[config.mk]
export PLATFORM = sky130hd
export DESIGN_NAME = cpo_proj
export DESIGN_NICKNAME = d
export VERILOG_FILES = /design/src/sv/cpo_pkg.sv /design/src/sv/cpo_proj.sv
export SDC_FILE = /design/constraint.sdc
export NUM_CORES = 2
export LEC_CHECK = 0
export BUFFER_PORTS_ARGS = -buffer_cell sky130_fd_sc_hd__buf_2
export CORE_MARGIN = 4
export CORE_UTILIZATION = 55
export CTS_CLUSTER_DIAMETER = 30
export DETAILED_ROUTE_END_ITERATION = 10
export PLACE_DENSITY = 0.74
export SLEW_MARGIN = 20
export SYNTH_ARGS = -nofsm -noshare
export SYNTH_HDL_FRONTEND = slang
export SYNTH_SLANG_ARGS = --single-unit
[constraint.sdc]
create_clock -name clk -period 6.5 [get_ports clk]
set_input_delay 0 -clock clk [delete_from_list [all_inputs] [get_ports clk]]
set_output_delay 0 -clock clk [all_outputs]
set_load 0.05 [all_outputs]
[src/sv/cpo_pkg.sv]
package cpo_pkg;

  localparam int MAX_VERTICES = 16;
  localparam int COORD_W      = 16;
  localparam int IDX_W        = $clog2(MAX_VERTICES);
  localparam int CNT_W        = IDX_W + 1;
  localparam int PT_W         = 2 * COORD_W;
  localparam int AXIS_W       = COORD_W + 1;
  localparam int PROD_W       = AXIS_W + COORD_W;
  localparam int DOT_W        = PROD_W + 1;

  typedef enum logic [2:0] {
    ST_IDLE,
    ST_NEXT,
    ST_EDGE_A,
    ST_EDGE_B,
    ST_EDGE_C,
    ST_PROJ,
    ST_EVAL,
    ST_RESULT
  } state_t;

  typedef struct packed {
    logic clear;
    logic valid;
    logic hit0;
    logic hit1;
  } proj_ctl_t;

endpackage

[src/sv/cpo_proj.sv]
module cpo_proj (
  input  logic                                 clk,
  input  logic                                 rst_n,
  input  cpo_pkg::proj_ctl_t                   ctl,
  input  logic signed [cpo_pkg::AXIS_W-1:0]    axis_x,
  input  logic signed [cpo_pkg::AXIS_W-1:0]    axis_y,
  input  logic        [cpo_pkg::PT_W-1:0]      pt0,
  input  logic        [cpo_pkg::PT_W-1:0]      pt1,
  output logic                                 pending,
  output logic                                 separates
);

  localparam int CW = cpo_pkg::COORD_W;

  logic signed [CW-1:0] x0, y0, x1, y1;
  logic signed [cpo_pkg::PROD_W-1:0] p0x_r, p0y_r, p1x_r, p1y_r;
  logic signed [cpo_pkg::DOT_W-1:0]  d0, d1;
  logic signed [cpo_pkg::DOT_W-1:0]  min0_r, max0_r, min1_r, max1_r;
  logic mv_r, mh0_r, mh1_r, seen0_r, seen1_r;

  assign x0 = $signed(pt0[2*CW-1:CW]);
  assign y0 = $signed(pt0[CW-1:0]);
  assign x1 = $signed(pt1[2*CW-1:CW]);
  assign y1 = $signed(pt1[CW-1:0]);

  always_ff @(posedge clk) begin
    if (ctl.valid) begin
      p0x_r <= axis_x * x0;
      p0y_r <= axis_y * y0;
      p1x_r <= axis_x * x1;
      p1y_r <= axis_y * y1;
    end
  end

  always_ff @(posedge clk) begin
    if (!rst_n) begin
      mv_r  <= 1'b0;
      mh0_r <= 1'b0;
      mh1_r <= 1'b0;
    end else begin
      mv_r  <= ctl.valid;
      mh0_r <= ctl.hit0;
      mh1_r <= ctl.hit1;
    end
  end

  assign d0 = cpo_pkg::DOT_W'(p0x_r) + cpo_pkg::DOT_W'(p0y_r);
  assign d1 = cpo_pkg::DOT_W'(p1x_r) + cpo_pkg::DOT_W'(p1y_r);

  always_ff @(posedge clk) begin
    if (!rst_n) begin
      seen0_r <= 1'b0;
      seen1_r <= 1'b0;
    end else if (ctl.clear) begin
      seen0_r <= 1'b0;
      seen1_r <= 1'b0;
    end else if (mv_r) begin
      if (mh0_r) seen0_r <= 1'b1;
      if (mh1_r) seen1_r <= 1'b1;
    end
  end

  always_ff @(posedge clk) begin
    if (ctl.clear) begin
      min0_r <= '0;
      max0_r <= '0;
      min1_r <= '0;
      max1_r <= '0;
    end else if (mv_r) begin
      if (mh0_r) begin
        if (!seen0_r || d0 < min0_r) min0_r <= d0;
        if (!seen0_r || max0_r < d0) max0_r <= d0;
      end
      if (mh1_r) begin
        if (!seen1_r || d1 < min1_r) min1_r <= d1;
        if (!seen1_r || max1_r < d1) max1_r <= d1;
      end
    end
  end

  assign pending   = mv_r;
  assign separates = (min0_r < min1_r) ? (max0_r < min1_r) : (max1_r < min0_r);

endmodule

# Word level (Yosys, flattened, before mapping)
# Index checks and enable logic that the tools add are counted.
# op_classes
n_mux	1
n_bitwise	1
magnitude_cmp	7
n_mul	4
add_sub_neg	2
n_reduce_logical	13
div_mod_pow	0
shift	0
n_eq_ne	0
# ops
op	count
less-than comparator 34 bit	7
multiplier 17 x 16 -> 33 bit	4
adder 33 x 33 -> 34 bit	2
AND reduction 3 bit	4
logical OR 1 bit	4
AND reduction 2 bit	2
zero test 1 bit	2
OR reduction 2 bit	1
two-way mux 1 bit	1
inverter 1 bit	1
# word_totals
ram_bits	0
output_inout_bits	2
input_bits	104
mem_count	0
reg_bits	273
latchBits	0
wordCells	41
mem_bits_ro	0

# Depth between registers and ports, before layout
# logic_depth
word_depth	4
mapped_depth	25

# Worst setup path before layout
# Ideal clock, no wire load.
# synth_timing
path_kind	input to register
start	input pt0[1] (netlist bit)
end	register p0y_r[31] (netlist bit) (data pin)
arrival_time_ns	5.867
t_required_ns	6.239
path_stages	22
setup_slack_ns	0.372
n_path_buf	1
path_cell_list	clkbuf_1 nand2_1 fa_1 fa_1 fa_1 inv_1 fa_1 fa_1 inv_1 fa_1 inv_1 ha_1 a21o_1 a21o_1 a2111oi_2 o21a_1 nor2_1 a31o_1 a221o_1 a211oi_2 nor4b_1 a311o_1
# synth_via
elab_chain_cells	1
# synth_rtl
item	line_no	source
start, declared	cpo_proj.sv:7	input logic [cpo_pkg::PT_W-1:0] pt0,
multiplier 17 x 16 -> 33 bit	cpo_proj.sv:29	p0y_r <= axis_y * y0;
end signal, assigned	cpo_proj.sv:29	
end, declared	cpo_proj.sv:16	logic signed [cpo_pkg::PROD_W-1:0] p0x_r, p0y_r, p1x_r, p1y_r;
# Every way passes these cells.
# A chain may end at the register's enable or synchronous reset.

# Final worst setup path
# layout_timing
start	register p0y_r[0] (netlist bit)
end	register max0_r[9] (netlist bit)
# layout_via
elab_chain_cells	4
# layout_rtl
item	line_no	source
adder 33 x 33 -> 34 bit *	cpo_proj.sv:47	assign d0 = cpo_pkg::DOT_W'(p0x_r) + cpo_pkg::DOT_W'(p0y_r);
less-than comparator 34 bit	cpo_proj.sv:72	if (!seen0_r || max0_r < d0) max0_r <= d0;
logical OR 1 bit	cpo_proj.sv:72	
AND reduction 3 bit (no source line)	--	
end signal, assigned	cpo_proj.sv:66	max0_r <= '0;
end signal, assigned	cpo_proj.sv:72	
end, declared	cpo_proj.sv:18	logic signed [cpo_pkg::DOT_W-1:0] min0_r, max0_r, min1_r, max1_r;
# Mark *: on every way between the ends. The rest lies on a longest branch, timed or not.

==> flow_metrics.py <==
metrics = {
    "status": {
        "status": "complete, no violations",
    },
    "logic_synthesis": {
        "ys_seq_elements": 273,
        "synth_nets": 8179,
        "synth_edf_count": 132,
        "synth_cell_types": 83,
        "yosys_most_used_dff": "dfxtp_1",
        "ys_warn_count": 0,
        "ys_seq_area_share_pct": 11.5,
        "netlist_area_mm2": 0.0588,
        "async_reset_ff_share_pct": 0,
        "syn_inst": 6336,
        "post_synth.cell_area_avg_um2": 9.28,
    },
    "timing": {
        "relSlewSlack_pct": 25.8,
        "hold_viol_final": 0,
        "min_period_ns": 6.23,
        "setup_viol": 0,
        "post-route-period-util_pct": 95.9,
        "clock-skew-final_ns": 0.0213,
        "fin_setup_tns_ns": 0,
        "rsz0062_at_grt": "no",
        "worstMarginPinSlew_ns": 1.10,
        "fmax_mhz": 160,
        "drv_slew": 0,
    },
    "min_path": {
        "min_from": "pt0[0]",
        "min_path_cells": 2,
        "hold_end": "p0y_r[0]",
        "holdCritPathClass": "primary input to register",
    },
    "setup_path": {
        "crit_path_top_delay_cell": "a2111oi_4",
        "cp_max_fo": 42,
        "required_ns": 6.94,
        "path_delay_family": "compound AO/OA/AOI/OAI gates",
        "crit_path_end_kind": "register",
        "rrSetupSlack_ns": 0.27,
        "path_cells": "ha_1, fa_1, a21o_1, a21oi_2, o21ai_2, a211oi_4, a31oi_2, a2111oi_4, o31ai_4, a221oi_4, xnor2_1, ha_1, nand3_1, nor3_1, nand2_1, o21ai_0, a211oi_1, o31ai_1, mux2_1, a21oi_4, buf_12, mux2i_1, nor2_1",
        "crit_buf_inv": 1,
        "crit_path_max_incr_delay_ns": 0.55,
        "cpMostUsedCell": "ha_1",
        "worstReg2RegStart": "p0y_r[0]",
        "r2r_cells": 23,
        "arrival_ns": 6.67,
        "critPathLaunchType": "register",
        "crit_type": "register to register",
        "r2r_end": "max0_r[9]",
    },
    "route": {
        "first_pass_iters": 5,
        "num_vias": 43500,
        "drt_iter0_drc": 2459,
        "viasPerCell": 5.54,
        "ant_nets": 0,
        "wire_per_inst_um": 18.9,
        "drc": 0,
        "wl_um": 149000,
    },
    "clock_network": {
        "cts_sinks": 273,
        "cts-resized-gates": 0,
        "cts.clk_slew.worst_paths_ns": 0.05,
        "clockBufferDepth": 3,
        "cts_tree": "built",
        "clkLatencyLatePin_ns": 0.61,
        "cts-root-buf": "clkbuf_16",
        "htreeDepth": 3,
        "numCtsBuffers": 69,
    },
    "global_routing": {
        "grt_antenna_before_repair": 8,
        "groute.usage.overall_pct": 27.4,
        "gr-total-overflow": 0,
        "grt_start_max_net_pins": 86,
        "first_global_vias": 47600,
        "grt_pass1_wl_um": 245000,
    },
    "layout": {
        "syn_to_final_growth_pct": 8.30,
        "utilization_pct": 60.2,
        "final_area_mm2": 0.0637,
        "final_common_cell": "inv_1",
        "final_cell_mix": "inv_1 (1,377), fa_1 (1,106), ha_1 (633)",
        "drive_gt1_share_pct": 5.71,
        "final_cells": 7864,
        "fin_nets": 8254,
    },
    "placed_design": {
        "postPlaceCellArea_mm2": 0.0611,
        "gp_congestion": 0.940,
        "port_buffers": 105,
        "place_inst": 7722,
        "dpl.hpwl_um": 123000,
    },
    "die": {
        "coreArea_mm2": 0.106,
        "start_util_pct": 55.6,
        "rows": 119,
        "die_h_um": 335,
        "io_pins": 106,
        "die_w_um": 335,
        "dieArea_mm2": 0.112,
    },
    "flow_run": {
        "maxCapViolations": 0,
    },
}
layout make-up:
class	instances	area [um2]
diodes	7	17.5
clock buffers	80	1820
clock inverters	46	611
fillers	8901	42100
inverters	1379	5180
multi-input cells	4463	46000
flip-flops and latches	273	6790
well taps	1391	1740
repair buffers	225	1510
per-layer routing:
metal | global-route usage, % | vias to the layer above | part of all wire [%]
li1 | - | 19800 | -
met5 | 0 | - | 0.0087
met3 | 5.28 | 369 | 6.9
met2 | 47.4 | 1401 | 49
met4 | 10.5 | 2 | 4.0
met1 | 34.3 | 22000 | 40
logic make-up (layout without fill, tap and decap cells):
kind of cell	count (synthesis)	count (layout)	synth area share [%]
other cells	0	7	0
fa+ha+maj	1739	1739	51.1
compound gates	704	704	7.94
buf+inv	1600	1730	10.3
xor+xnor	200	200	2.98
flops	273	273	11.5
mux	118	118	2.01
simple gates	1702	1702	14.1
metrics by stage:
stage	hold slack (ns)	setup WS (ns)
after CTS	0.00331	0.387
final	0.0179	0.269
after global routing	0.0122	0.0661
after global placement	0.258	0.228
after detailed placement	0.256	0.155
after floorplan	0.112	0.372
synthesized netlist by cell type (11+ instances only):
cell,instances,area [um2]
inv_1,1377,5170
fa_1,1106,22100
ha_1,633,7920
nand2_1,613,2300
and2_1,520,3250
nor2_1,306,1150
a21oi_1,225,1130
clkbuf_1,205,769
xnor2_1,161,1410
dfxtp_1,141,2820
a21o_1,135,1010
edfxtp_1,132,3960
mux2i_1,116,1160
o21ai_0,92,460
nand2b_1,47,294
a211oi_1,42,315
nand4_1,41,257
nand3_1,40,200
xor2_1,39,342
nor3_1,34,170
nor2b_1,30,188
o21bai_1,29,218
o21a_1,25,188
and3_1,20,125
o211ai_1,19,143
o21ai_1,18,90.1
a31oi_1,14,87.6
or3_1,11,68.8
flip-flops by register name (all words and copies together), names as in the netlist:
register and count:
max0_r 34, max1_r 34, mh0_r 1, mh1_r 1
min0_r 34, min1_r 34, p0x_r 33, p0y_r 33
p1x_r 33, p1y_r 33, pending 1, seen0_r 1
seen1_r 1
what timing repair did:
| action | CTS | global route |
|---|---|---|
| endpoints found under the hold margin | 112 | 0 |
| setup buffers | 0 | 0 |
| hold buffers | 9 | 0 |
worst max-delay path by stage:
stage | from | endpoint | slack [ns] | cells past startpoint
floorplan | pt0[1] | p0y_r[31] | 0.37 | 22
global placement | axis_y[7] | p0y_r[31] | 0.23 | 23
detailed placement | axis_y[7] | p0y_r[31] | 0.15 | 23
CTS | p0y_r[0] | max0_r[9] | 0.39 | 23
global route | p0y_r[0] | max0_r[14] | 0.07 | 23
finish | p0y_r[0] | max0_r[9] | 0.27 | 23
Power is left out: the tool's default activity adds up to more than one toggle a clock period on the data nets, which glitch-free logic cannot reach.
